$ cat config.mk
export PLATFORM = sky130hd
export DESIGN_NAME = ultrasonic_echo_ranger_top
export DESIGN_NICKNAME = d
export VERILOG_FILES = /design/src/sv/uer_pkg.sv /design/src/sv/uer_dp.sv /design/src/sv/uer_ctrl.sv /design/src/sv/ultrasonic_echo_ranger_top.sv
export VERILOG_INCLUDE_DIRS = /design/src /design/src/sv
export SDC_FILE = /design/constraint.sdc
export NUM_CORES = 1
export LEC_CHECK = 0
export BUFFER_PORTS_ARGS = -buffer_cell sky130_fd_sc_hd__buf_4
export CAP_MARGIN = 20
export CORE_ASPECT_RATIO = 0.9
export CORE_MARGIN = 4
export CORE_UTILIZATION = 35
export DETAILED_ROUTE_END_ITERATION = 12
export PLACE_DENSITY_LB_ADDON = 0.1
export SYNTH_ARGS = -nofsm -noshare
export SYNTH_HDL_FRONTEND = slang
export SYNTH_SLANG_ARGS = --single-unit
$ cat constraint.sdc
create_clock -name clk -period 3.31 [get_ports clk]
set_input_delay 0 -clock clk [delete_from_list [all_inputs] [get_ports clk]]
set_output_delay 0 -clock clk [all_outputs]
set_load 0.01 [all_outputs]
$ cat src/sv/ultrasonic_echo_ranger_top_assert.svh
// Assertion macros for the echo ranger.
`ifndef ULTRASONIC_ECHO_RANGER_TOP_ASSERT_SVH
`define ULTRASONIC_ECHO_RANGER_TOP_ASSERT_SVH

// Same-cycle implication, checked at every rising edge out of reset.
`define UER_ASSERT_NOW(lbl, ante, cons) \
  lbl: assert property (@(posedge clk) disable iff (!rst_n) (ante) |-> (cons)) \
    else $error("uer: same-cycle check failed");

// Next-cycle implication, checked at every rising edge out of reset.
`define UER_ASSERT_NEXT(lbl, ante, cons) \
  lbl: assert property (@(posedge clk) disable iff (!rst_n) (ante) |=> (cons)) \
    else $error("uer: next-cycle check failed");

`endif

$ cat src/sv/uer_pkg.sv
`timescale 1ns / 1ps
package uer_pkg;

  localparam int unsigned TICK_W = 16;
  localparam int unsigned WRAP_W = 9;
  localparam int unsigned MAXW_W = 8;
  localparam int unsigned DIST_W = 16;
  localparam int unsigned REM_W  = 14;
  localparam int unsigned IDX_W  = 2;
  localparam int unsigned CFG_W  = 16;

  // Register indexes on the configuration port.
  localparam logic [IDX_W-1:0] REG_PULSE_TICKS  = 2'd0;
  localparam logic [IDX_W-1:0] REG_PERIOD_TICKS = 2'd1;
  localparam logic [IDX_W-1:0] REG_MAX_WRAPS    = 2'd2;
  localparam logic [IDX_W-1:0] REG_OOR_CM       = 2'd3;

  localparam logic [TICK_W-1:0] PULSE_RST  = 16'd100;
  localparam logic [TICK_W-1:0] PERIOD_RST = 16'd60000;
  localparam logic [MAXW_W-1:0] MAXW_RST   = 8'd3;
  localparam logic [DIST_W-1:0] OOR_RST    = 16'd400;

  // Distance is ticks * 17 / 10000 cm.
  localparam logic [REM_W-1:0]  CM_MUL   = 14'd17;
  localparam logic [REM_W-1:0]  CM_DIV   = 14'd10000;
  localparam logic [WRAP_W-1:0] WRAP_MAX = 9'd511;
  localparam logic [DIST_W-1:0] DIST_MAX = 16'hFFFF;

  typedef struct packed {
    logic pulse_step;
    logic count;
    logic finish;
  } dp_cmd_t;

  typedef struct packed {
    logic pulse_last;
  } dp_stat_t;

endpackage

$ cat src/sv/uer_dp.sv
`timescale 1ns / 1ps
module uer_dp (
  input  logic                          clk,
  input  logic                          rst_n,
  input  logic                          cfg_we,
  input  logic [uer_pkg::IDX_W-1:0]     cfg_index,
  input  logic [uer_pkg::CFG_W-1:0]     cfg_data,
  input  uer_pkg::dp_cmd_t              cmd,
  output uer_pkg::dp_stat_t             stat,
  output logic [uer_pkg::DIST_W-1:0]    last_dist
);

  logic [uer_pkg::TICK_W-1:0] pulse_r;
  logic [uer_pkg::TICK_W-1:0] period_r;
  logic [uer_pkg::MAXW_W-1:0] maxw_r;
  logic [uer_pkg::DIST_W-1:0] oor_r;

  logic [uer_pkg::TICK_W-1:0] tick_r, tick_nxt;
  logic [uer_pkg::WRAP_W-1:0] wrap_r, wrap_nxt;
  logic [uer_pkg::DIST_W-1:0] cm_r, cm_nxt;
  logic [uer_pkg::REM_W-1:0]  rem_r, rem_nxt;
  logic [uer_pkg::DIST_W-1:0] last_r, last_nxt;

  logic [uer_pkg::TICK_W:0]   tick_inc;
  logic [uer_pkg::REM_W-1:0]  rem_add;
  logic [uer_pkg::DIST_W-1:0] dist_sel;

  assign tick_inc = {1'b0, tick_r} + {{uer_pkg::TICK_W{1'b0}}, 1'b1};
  assign stat.pulse_last = (tick_inc >= {1'b0, pulse_r});
  assign rem_add = rem_r + uer_pkg::CM_MUL;
  assign last_dist = last_r;

  // Every echo tick adds one to the total wraps*period + count, so the
  // centimetre figure is kept as a running quotient and remainder.
  always_comb begin
    if (wrap_r > {1'b0, maxw_r}) begin
      dist_sel = oor_r;
    end else if (period_r == '0) begin
      dist_sel = '0;
    end else begin
      dist_sel = cm_r;
    end
  end

  always_comb begin
    tick_nxt = tick_r;
    wrap_nxt = wrap_r;
    cm_nxt   = cm_r;
    rem_nxt  = rem_r;
    last_nxt = last_r;
    if (cmd.pulse_step) begin
      tick_nxt = stat.pulse_last ? '0 : tick_inc[uer_pkg::TICK_W-1:0];
    end
    if (cmd.count) begin
      if (tick_inc >= {1'b0, period_r}) begin
        tick_nxt = '0;
        if (wrap_r != uer_pkg::WRAP_MAX) begin
          wrap_nxt = wrap_r + {{(uer_pkg::WRAP_W-1){1'b0}}, 1'b1};
        end
      end else begin
        tick_nxt = tick_inc[uer_pkg::TICK_W-1:0];
      end
      if (rem_add >= uer_pkg::CM_DIV) begin
        rem_nxt = rem_add - uer_pkg::CM_DIV;
        if (cm_r != uer_pkg::DIST_MAX) begin
          cm_nxt = cm_r + {{(uer_pkg::DIST_W-1){1'b0}}, 1'b1};
        end
      end else begin
        rem_nxt = rem_add;
      end
    end
    if (cmd.finish) begin
      last_nxt = dist_sel;
      tick_nxt = '0;
      wrap_nxt = '0;
      cm_nxt   = '0;
      rem_nxt  = '0;
    end
  end

  always_ff @(posedge clk) begin
    if (!rst_n) begin
      pulse_r  <= uer_pkg::PULSE_RST;
      period_r <= uer_pkg::PERIOD_RST;
      maxw_r   <= uer_pkg::MAXW_RST;
      oor_r    <= uer_pkg::OOR_RST;
      tick_r   <= '0;
      wrap_r   <= '0;
      cm_r     <= '0;
      rem_r    <= '0;
      last_r   <= '0;
    end else begin
      tick_r <= tick_nxt;
      wrap_r <= wrap_nxt;
      cm_r   <= cm_nxt;
      rem_r  <= rem_nxt;
      last_r <= last_nxt;
      if (cfg_we) begin
        case (cfg_index)
          uer_pkg::REG_PULSE_TICKS:  pulse_r  <= cfg_data;
          uer_pkg::REG_PERIOD_TICKS: period_r <= cfg_data;
          uer_pkg::REG_MAX_WRAPS:    maxw_r   <= cfg_data[uer_pkg::MAXW_W-1:0];
          uer_pkg::REG_OOR_CM:       oor_r    <= cfg_data;
          default: ;
        endcase
      end
    end
  end

endmodule

$ cat src/sv/uer_ctrl.sv
`timescale 1ns / 1ps
module uer_ctrl (
  input  logic              clk,
  input  logic              rst_n,
  input  logic              in_tvalid,
  output logic              in_tready,
  input  logic              start_req,
  input  logic              echo_level,
  output logic              out_tvalid,
  input  logic              out_tready,
  output logic              trig_out,
  output logic              busy_out,
  output logic              done_out,
  input  uer_pkg::dp_stat_t stat,
  output uer_pkg::dp_cmd_t  cmd
);

  typedef enum logic [1:0] {PH_IDLE, PH_TRIG, PH_WAIT, PH_MEAS} phase_t;

  phase_t           phase_r, phase_nxt;
  logic             valid_r;
  logic             trig_r, busy_r, done_r;
  logic             trig_nxt, done_nxt;
  logic             step;
  uer_pkg::dp_cmd_t cmd_nxt;

  assign in_tready  = !valid_r || out_tready;
  assign step       = in_tvalid && in_tready;
  assign out_tvalid = valid_r;
  assign trig_out   = trig_r;
  assign busy_out   = busy_r;
  assign done_out   = done_r;
  assign cmd        = step ? cmd_nxt : '0;

  always_comb begin
    phase_nxt = phase_r;
    trig_nxt  = 1'b0;
    done_nxt  = 1'b0;
    cmd_nxt   = '0;
    case (phase_r)
      PH_IDLE: begin
        if (start_req) begin
          trig_nxt           = 1'b1;
          cmd_nxt.pulse_step = 1'b1;
          phase_nxt          = stat.pulse_last ? PH_WAIT : PH_TRIG;
        end
      end
      PH_TRIG: begin
        trig_nxt           = 1'b1;
        cmd_nxt.pulse_step = 1'b1;
        if (stat.pulse_last) begin
          phase_nxt = PH_WAIT;
        end
      end
      PH_WAIT: begin
        if (echo_level) begin
          cmd_nxt.count = 1'b1;
          phase_nxt     = PH_MEAS;
        end
      end
      PH_MEAS: begin
        if (echo_level) begin
          cmd_nxt.count = 1'b1;
        end else begin
          cmd_nxt.finish = 1'b1;
          done_nxt       = 1'b1;
          phase_nxt      = PH_IDLE;
        end
      end
      default: phase_nxt = PH_IDLE;
    endcase
  end

  always_ff @(posedge clk) begin
    if (!rst_n) begin
      phase_r <= PH_IDLE;
      valid_r <= 1'b0;
      trig_r  <= 1'b0;
      busy_r  <= 1'b0;
      done_r  <= 1'b0;
    end else begin
      if (step) begin
        phase_r <= phase_nxt;
        valid_r <= 1'b1;
        trig_r  <= trig_nxt;
        busy_r  <= (phase_nxt != PH_IDLE);
        done_r  <= done_nxt;
      end else if (out_tready) begin
        valid_r <= 1'b0;
      end
    end
  end

endmodule

$ cat src/sv/ultrasonic_echo_ranger_top.sv
// A result item is registered and appears in the cycle after its tick item is accepted.
// Throughput: one item per cycle while out_tready is high; the output register frees as it is taken.
// The distance is kept as a running quotient, so echo fall needs no divider.
// Reset (rst_n low, synchronous): idle, counters and last distance zero,
// registers at their defaults, no result pending.
`timescale 1ns / 1ps
`include "ultrasonic_echo_ranger_top_assert.svh"
module ultrasonic_echo_ranger_top (
  input  logic                      clk,
  input  logic                      rst_n,
  input  logic                      in_tvalid,
  output logic                      in_tready,
  input  logic [7:0]                in_tdata,   // [0] start_req, [1] echo_level
  output logic                      out_tvalid,
  input  logic                      out_tready,
  // [0] trigger_level, [1] busy_res, [2] done_res, [18:3] distance_cm
  output logic [23:0]               out_tdata,
  input  logic                      cfg_valid,
  output logic                      cfg_ready,
  input  logic [uer_pkg::IDX_W-1:0] cfg_index,
  input  logic [uer_pkg::CFG_W-1:0] cfg_data
);

  uer_pkg::dp_cmd_t            cmd;
  uer_pkg::dp_stat_t           stat;
  logic                        trig, busy, done;
  logic [uer_pkg::DIST_W-1:0]  last_dist;

  assign cfg_ready = 1'b1;
  assign out_tdata = {5'd0, last_dist, done, busy, trig};

  uer_ctrl u_ctrl (
    .clk        (clk),
    .rst_n      (rst_n),
    .in_tvalid  (in_tvalid),
    .in_tready  (in_tready),
    .start_req  (in_tdata[0]),
    .echo_level (in_tdata[1]),
    .out_tvalid (out_tvalid),
    .out_tready (out_tready),
    .trig_out   (trig),
    .busy_out   (busy),
    .done_out   (done),
    .stat       (stat),
    .cmd        (cmd)
  );

  uer_dp u_dp (
    .clk       (clk),
    .rst_n     (rst_n),
    .cfg_we    (cfg_valid && cfg_ready),
    .cfg_index (cfg_index),
    .cfg_data  (cfg_data),
    .cmd       (cmd),
    .stat      (stat),
    .last_dist (last_dist)
  );

  // A start taken while idle drives the trigger on the very next result.
  `UER_ASSERT_NEXT(a_start_trig, in_tvalid && in_tready && in_tdata[0] && !busy, out_tvalid && trig)
  // A finished measurement leaves the block idle with the trigger low.
  `UER_ASSERT_NOW(a_done_idle, out_tvalid && done, !busy && !trig)
  // The trigger is never driven on the same result as done.
  `UER_ASSERT_NOW(a_trig_busy, out_tvalid && trig, !done)

endmodule
# Word-level counts from Yosys, hierarchy flattened
# Index checks and enable logic that the tools add are counted.
# classes
addsub	5
order_cmp	4
eq_ne	8
n_mux	22
bitwise_logic	1
n_reduce_logical	17
# ops
op	count
$mux W16	6
$ge A17 B16 Y1	2
$add A16 B1 Y17 const B	1
$add A16 B1 Y16 const B	1
$logic_not A16 Y1	1
$ne A16 B16 Y1 const B	1
$add A14 B5 Y14 const B	1
$ge A14 B14 Y1 const B	1
$mux W14	1
$sub A14 B14 Y14 const B	1
$mux W2	5
$add A9 B1 Y9 const B	1
$gt A9 B8 Y1	1
$ne A9 B9 Y1 const B	1
$eq A2 B2 Y1 const B	4
$pmux W2 S4	1
$reduce_and A2 Y1	4
$mux W1	7
$reduce_and A3 Y1	2
$reduce_bool A2 Y1	3
$eq A2 B1 Y1 const B	2
$logic_not A2 Y1	2
$reduce_or A2 Y1	2
$mux W3	1
5 further kinds	5
# word_totals
ff_bits	133
inputBits	31
out_inout_bits	27
elab_cells	71

# Logic depth before layout (Yosys ltp)
# logic_depth
word_depth	6
mapped_depth	16
ltp_nobuf	15

# Cells and area by module
# Synthesis repeated with hierarchy kept, for this count alone.
# unflattened
cells_unflattened	909
area_unflattened_um2	7460.9
# modules_own_cells
mod	instances	cells_per_inst	area_per_inst_um2	seq_area_each_um2
uer_dp	1	864	7108.1	2542.4
uer_ctrl	1	34	277.8	120.1
ultrasonic_echo_ranger_top	1	11	75.1	0.0

# Worst setup path before layout
# OpenSTA, ideal clock, no wires.
# synth_timing
path_kind	register -> register
from	register u_dp.tick_r[0] in the netlist's numbering
to	register u_dp.wrap_r[3] in the netlist's numbering
setup_ps	128
t_arrival_ps	3500
t_required_ps	3182
setup_slack_ps	-318
stages_incl_launch_ff	17
n_path_buf	2
synth_period_minus_slack_ps	3628
path_cell_list	dfxtp_1 -> ha_1 -> nand3_1 -> or3_1 -> clkbuf_1 -> nand2b_1 -> xnor2_1 -> ha_1 -> nand2_1 -> nor4_1 -> a221oi_1 -> or4b_2 -> o21a_1 -> buf_2 -> nand4_1 -> xor2_1 -> nor2_1
# synth_between
elab_chain_cells	3
# synth_rtl
element	line	rtl
from (decl)	uer_dp.sv:18	logic [uer_pkg::TICK_W-1:0] tick_r, tick_nxt;
from (signal assigned)	uer_dp.sv:93	tick_r <= tick_nxt;
$add A16 B1 Y17	uer_dp.sv:28	assign tick_inc = {1'b0, tick_r} + {{uer_pkg::TICK_W{1'b0}}, 1'b1};
$ge A17 B16 Y1	uer_dp.sv:55	if (tick_inc >= {1'b0, period_r}) begin
$reduce_and A3 Y1 (no line)	n/a	
to (signal assigned)	uer_dp.sv:94	wrap_r <= wrap_nxt;
to (decl)	uer_dp.sv:19	logic [uer_pkg::WRAP_W-1:0] wrap_r, wrap_nxt;
# Every way passes these cells.
# A chain may end at the register's enable or synchronous reset.

# Worst setup path after layout
# layout_timing
from	register u_dp.tick_r[1] in the netlist's numbering
to	register u_dp.tick_r[13] in the netlist's numbering
# layout_between
elab_chain_cells	5
elab_cells_between_ends	7
classes_between	1 x add/sub; 2 x order compare; 4 x mux
# layout_rtl
element	line	rtl
$add A16 B1 Y17 (*)	uer_dp.sv:28	
$ge A17 B16 Y1	uer_dp.sv:29	assign stat.pulse_last = (tick_inc >= {1'b0, pulse_r});
$mux W16	uer_dp.sv:52	tick_nxt = stat.pulse_last ? '0 : tick_inc[uer_pkg::TICK_W-1:0];
$mux W16	uer_dp.sv:51	if (cmd.pulse_step) begin
$mux W16 (*)	uer_dp.sv:54	if (cmd.count) begin
# Mark *: on every way between the ends. The rest lies on a longest branch, timed or not. The select of a mux whose other input is x is not followed.

==> impl_metrics.tcl <==
set metrics [dict create \
    max_freq_mhz 299.5 \
    chipWidth_um 160.0 \
    grt-ovfl-total 0 \
    async_flop_share_pct 0 \
    synth-edff-count 0 \
    drive_above_1_share_pct 21.70 \
    swShare_pct 25.08 \
    power_density_nw_per_um2 396.1 \
    post-place-ws_ns -0.2810 \
    post-route-period-util_pct 100.9 \
    critical_path.reg2reg.endpoint "u_dp.tick_r[13]$_SDFFE_PP0P_" \
    dr.pass1.iters 5 \
    leakage_nw 3.815 \
    rsz0062_at_grt "yes" \
    worstSetupStartpoint "u_dp.tick_r[1]$_SDFFE_PP0P_" \
    power_frac_comb_pct 7.0 \
    wl_um 21010 \
    post-route-drc-count 0 \
    cts_tree "built" \
    worstPathArrival_ns 3.64 \
    ys_ff_latch 133 \
    seqPwrFrac_pct 43.8 \
    crit_path_max_fanout 5 \
    gp_congestion 0.8086 \
    route.detailed.wl_per_inst_um 16.44 \
    skew_ns 0.01966 \
    r2r_start "u_dp.tick_r[1]$_SDFFE_PP0P_" \
    grt_pass1_vias 6235 \
    ant_nets 0 \
    synth_flop_cell "dfxtp_1" \
    std_cell_rows 49 \
    num_vias 6530 \
    track_usage_pct 18.07 \
    cap_violations 0 \
    nNetsFinal 1089 \
    hp-class "in2reg" \
    netlist_area_um2 7281 \
    cts_root_buffer "clkbuf_16" \
    vdd_ir_drop_max_uv 349.4 \
    reg2reg_depth 14 \
    synth_cell_type_count 73 \
    die_y_um 144.8 \
    grt_first_pass_wirelength_um 33480 \
    cts.sinks 133 \
    cts-buffers-inserted 17 \
    violations "setup timing" \
    clock_path_buffers 2 \
    finalSetupViolations 3 \
    tightest_slew_ns 0.8182 \
    drt_iter0_markers 415 \
    reg2reg_slack_ns -0.03 \
    io_pins 58 \
    die_area_um2 23180 \
    hpwl_um 14300 \
    hold_slack_ns 0.02792 \
    hold_viol_final 0 \
    htree_levels 4 \
    synth-seq-area-share_pct 36.57 \
    start_kind "flip-flop" \
    insertedDiodeCount 0 \
    p_int_mw 2.825 \
    status "complete, but fails checks" \
    syn_inst 899 \
    clkPwrFrac_pct 49.2 \
    cp-end-kind "flip-flop" \
    viasPerCell 5.110 \
    numPortBuffers 45 \
    insertion_delay_ns 0.43 \
    crit_type "reg2reg" \
    cp.required_ns 3.61 \
    layout_min_cycle_time_ns 3.339 \
    worst_slack_ns -0.02915 \
    drv_slew 0 \
    clk_pin_slew_ns 0.06 \
    start_util_pct 35.99 \
    avgSynthCellArea_um2 8.099 \
    syn2layout_area_growth_pct 30.76 \
    yosys_warnings 0 \
    crit_end "u_dp.tick_r[13]$_SDFFE_PP0P_" \
    tns_ns -0.03832 \
    p_switching_uw 946.0 \
    antenna_found_initial 0 \
    core_area_um2 20230 \
    relSlewSlack_pct 45.45 \
    grt_max_degree 45 \
]
[cell usage after synthesis, types with 10 or more instances]
master | n | share of area, %
o21ai_0 | 16 | 1.1
nand4_1 | 24 | 2.1
xnor2_1 | 13 | 1.6
o211ai_1 | 27 | 2.8
a211oi_1 | 10 | 1.0
nand2_1 | 174 | 9.0
nand3_1 | 44 | 3.0
buf_4 | 10 | 1.0
ha_1 | 48 | 8.2
a21oi_1 | 71 | 4.9
or3_1 | 10 | 0.86
and3_1 | 18 | 1.5
xor2_1 | 35 | 4.2
clkbuf_1 | 33 | 1.7
nor2_1 | 46 | 2.4
dfxtp_1 | 133 | 37
a21o_1 | 10 | 1.0
inv_1 | 43 | 2.2
[metrics by stage]
step                      cells  power (mW)  instance area [µm²]  utilization [%]
after global placement     1201       1.907                 8130            40.19
after CTS                  1270       3.809                 9301            45.97
after detailed placement   1201       1.907                 8130            40.19
after global routing       1278       3.905                 9520            47.06
after floorplan             903       1.815                 7353                -
final                      1278       3.771                 9520            47.06
[worst min path at each step]
stage | from | to | slack [ns] | cells after the start
global route | in_tdata[1] | u_ctrl.done_out$_SDFFE_PN0P_ | 0.06 | 3
global placement | cfg_data[8] | u_dp.oor_r[8]$_SDFFE_PN1P_ | 0.25 | 3
finish | in_tdata[1] | u_ctrl.done_out$_SDFFE_PN0P_ | 0.03 | 3
floorplan | cfg_data[0] | u_dp.maxw_r[0]$_SDFFE_PN1P_ | 0.12 | 2
detailed placement | cfg_data[8] | u_dp.oor_r[8]$_SDFFE_PN1P_ | 0.26 | 3
CTS | in_tdata[1] | u_ctrl.done_out$_SDFFE_PN0P_ | 0.003 | 3
[power groups by stage]
stage / Combinational (mW) / Sequential (mW) / Clock [mW]
after global routing: 0.293 / 1.65 / 1.96
final: 0.264 / 1.65 / 1.86
after CTS: 0.257 / 1.65 / 1.90
after global placement: 0.221 / 1.69 / 0
after floorplan: 0.133 / 1.68 / 0
after detailed placement: 0.221 / 1.69 / 0
[layout make-up]
cell class                      instances  area [µm²]
Fill cell                            2002       10710
Multi-Input combinational cell        673        4634
Sequential cell                       133        2676
Timing Repair Buffer                  141        1146
Clock buffer                           20       456.7
Tap cell                              255       319.1
Inverter                               44       165.2
Clock inverter                         12       122.6
[registers in the layout, summed over array words and instances (netlist names), 8 cells and up]
name,count
u_dp.pulse_r,16
u_dp.wrap_r,9
u_dp.tick_r,16
u_dp.rem_r,14
u_dp.period_r,16
u_dp.cm_r,16
u_dp.maxw_r,8
u_dp.last_dist,16
u_dp.oor_r,16
[cell families (layout without fill, tap and decap cells)]
logic type | after synthesis | after routing | share of synthesized area (%)
multiplexers | 3 | 3 | 0.4125
other | 2 | 6 | 0.1031
AND/OR/NAND/NOR | 380 | 381 | 25.16
buffers and inverters | 100 | 217 | 6.135
adder cells (fa/ha/maj) | 48 | 48 | 8.249
flip-flops | 133 | 133 | 36.57
XOR/XNOR | 48 | 48 | 5.774
AO/OA/AOI/OAI | 185 | 187 | 17.60
[critical path, cell delays in order (launching register included)]
cell and delay, ns:
dfxtp_4 0.38, nand3_4 0.09, nor2_4 0.09, and3_4 0.19
and2_4 0.16, nand4_1 0.14, xnor2_2 0.20, ha_1 0.33
nand2_2 0.08, nor4_4 0.39, and4_4 0.31, a2111oi_4 0.06
a2bb2oi_4 0.34, nor2_4 0.10, a221o_1 0.34
[repair_timing]
action / CTS / global route
pin swaps: 32 / 23
hold buffers: 29 / 0
resized for setup: 46 / 30
endpoints found under the setup margin: 27 / 28
endpoints found under the hold margin: 61 / 0
cloned: 2 / 1
buffers inserted: 6 / 7
[per-layer routing]
metal,routed length [µm],global-route usage [%],vias to the layer above
li1,-,-,3367
met1,10890,26.37,3036
met2,9264,27.69,113
met3,686,2.775,14
met4,165,5.432,0
met5,0,0,-
[cells in the final DEF, fill, tap and decap left out, types with 4 or more instances in the layout]
master / instances
a211oi_1: 4
a211oi_2: 5
a21o_1: 10
a21oi_1: 68
a22o_1: 8
and2_1: 8
and3_1: 17
and4_1: 6
buf_4: 108
buf_6: 4
clkbuf_16: 17
clkinvlp_4: 5
conb_1: 6
dfxtp_1: 128
dlygate4sd3_1: 29
ha_1: 44
ha_4: 4
inv_1: 43
nand2_1: 167
nand2_2: 4
nand2b_1: 7
nand3_1: 41
nand4_1: 24
nor2_1: 43
nor2_4: 4
nor3_1: 5
nor4_1: 8
o211ai_1: 27
o21a_1: 6
o21ai_0: 13
or3_1: 7
xnor2_1: 9
xor2_1: 33
Note: power is estimated with default switching activity, not from simulation.
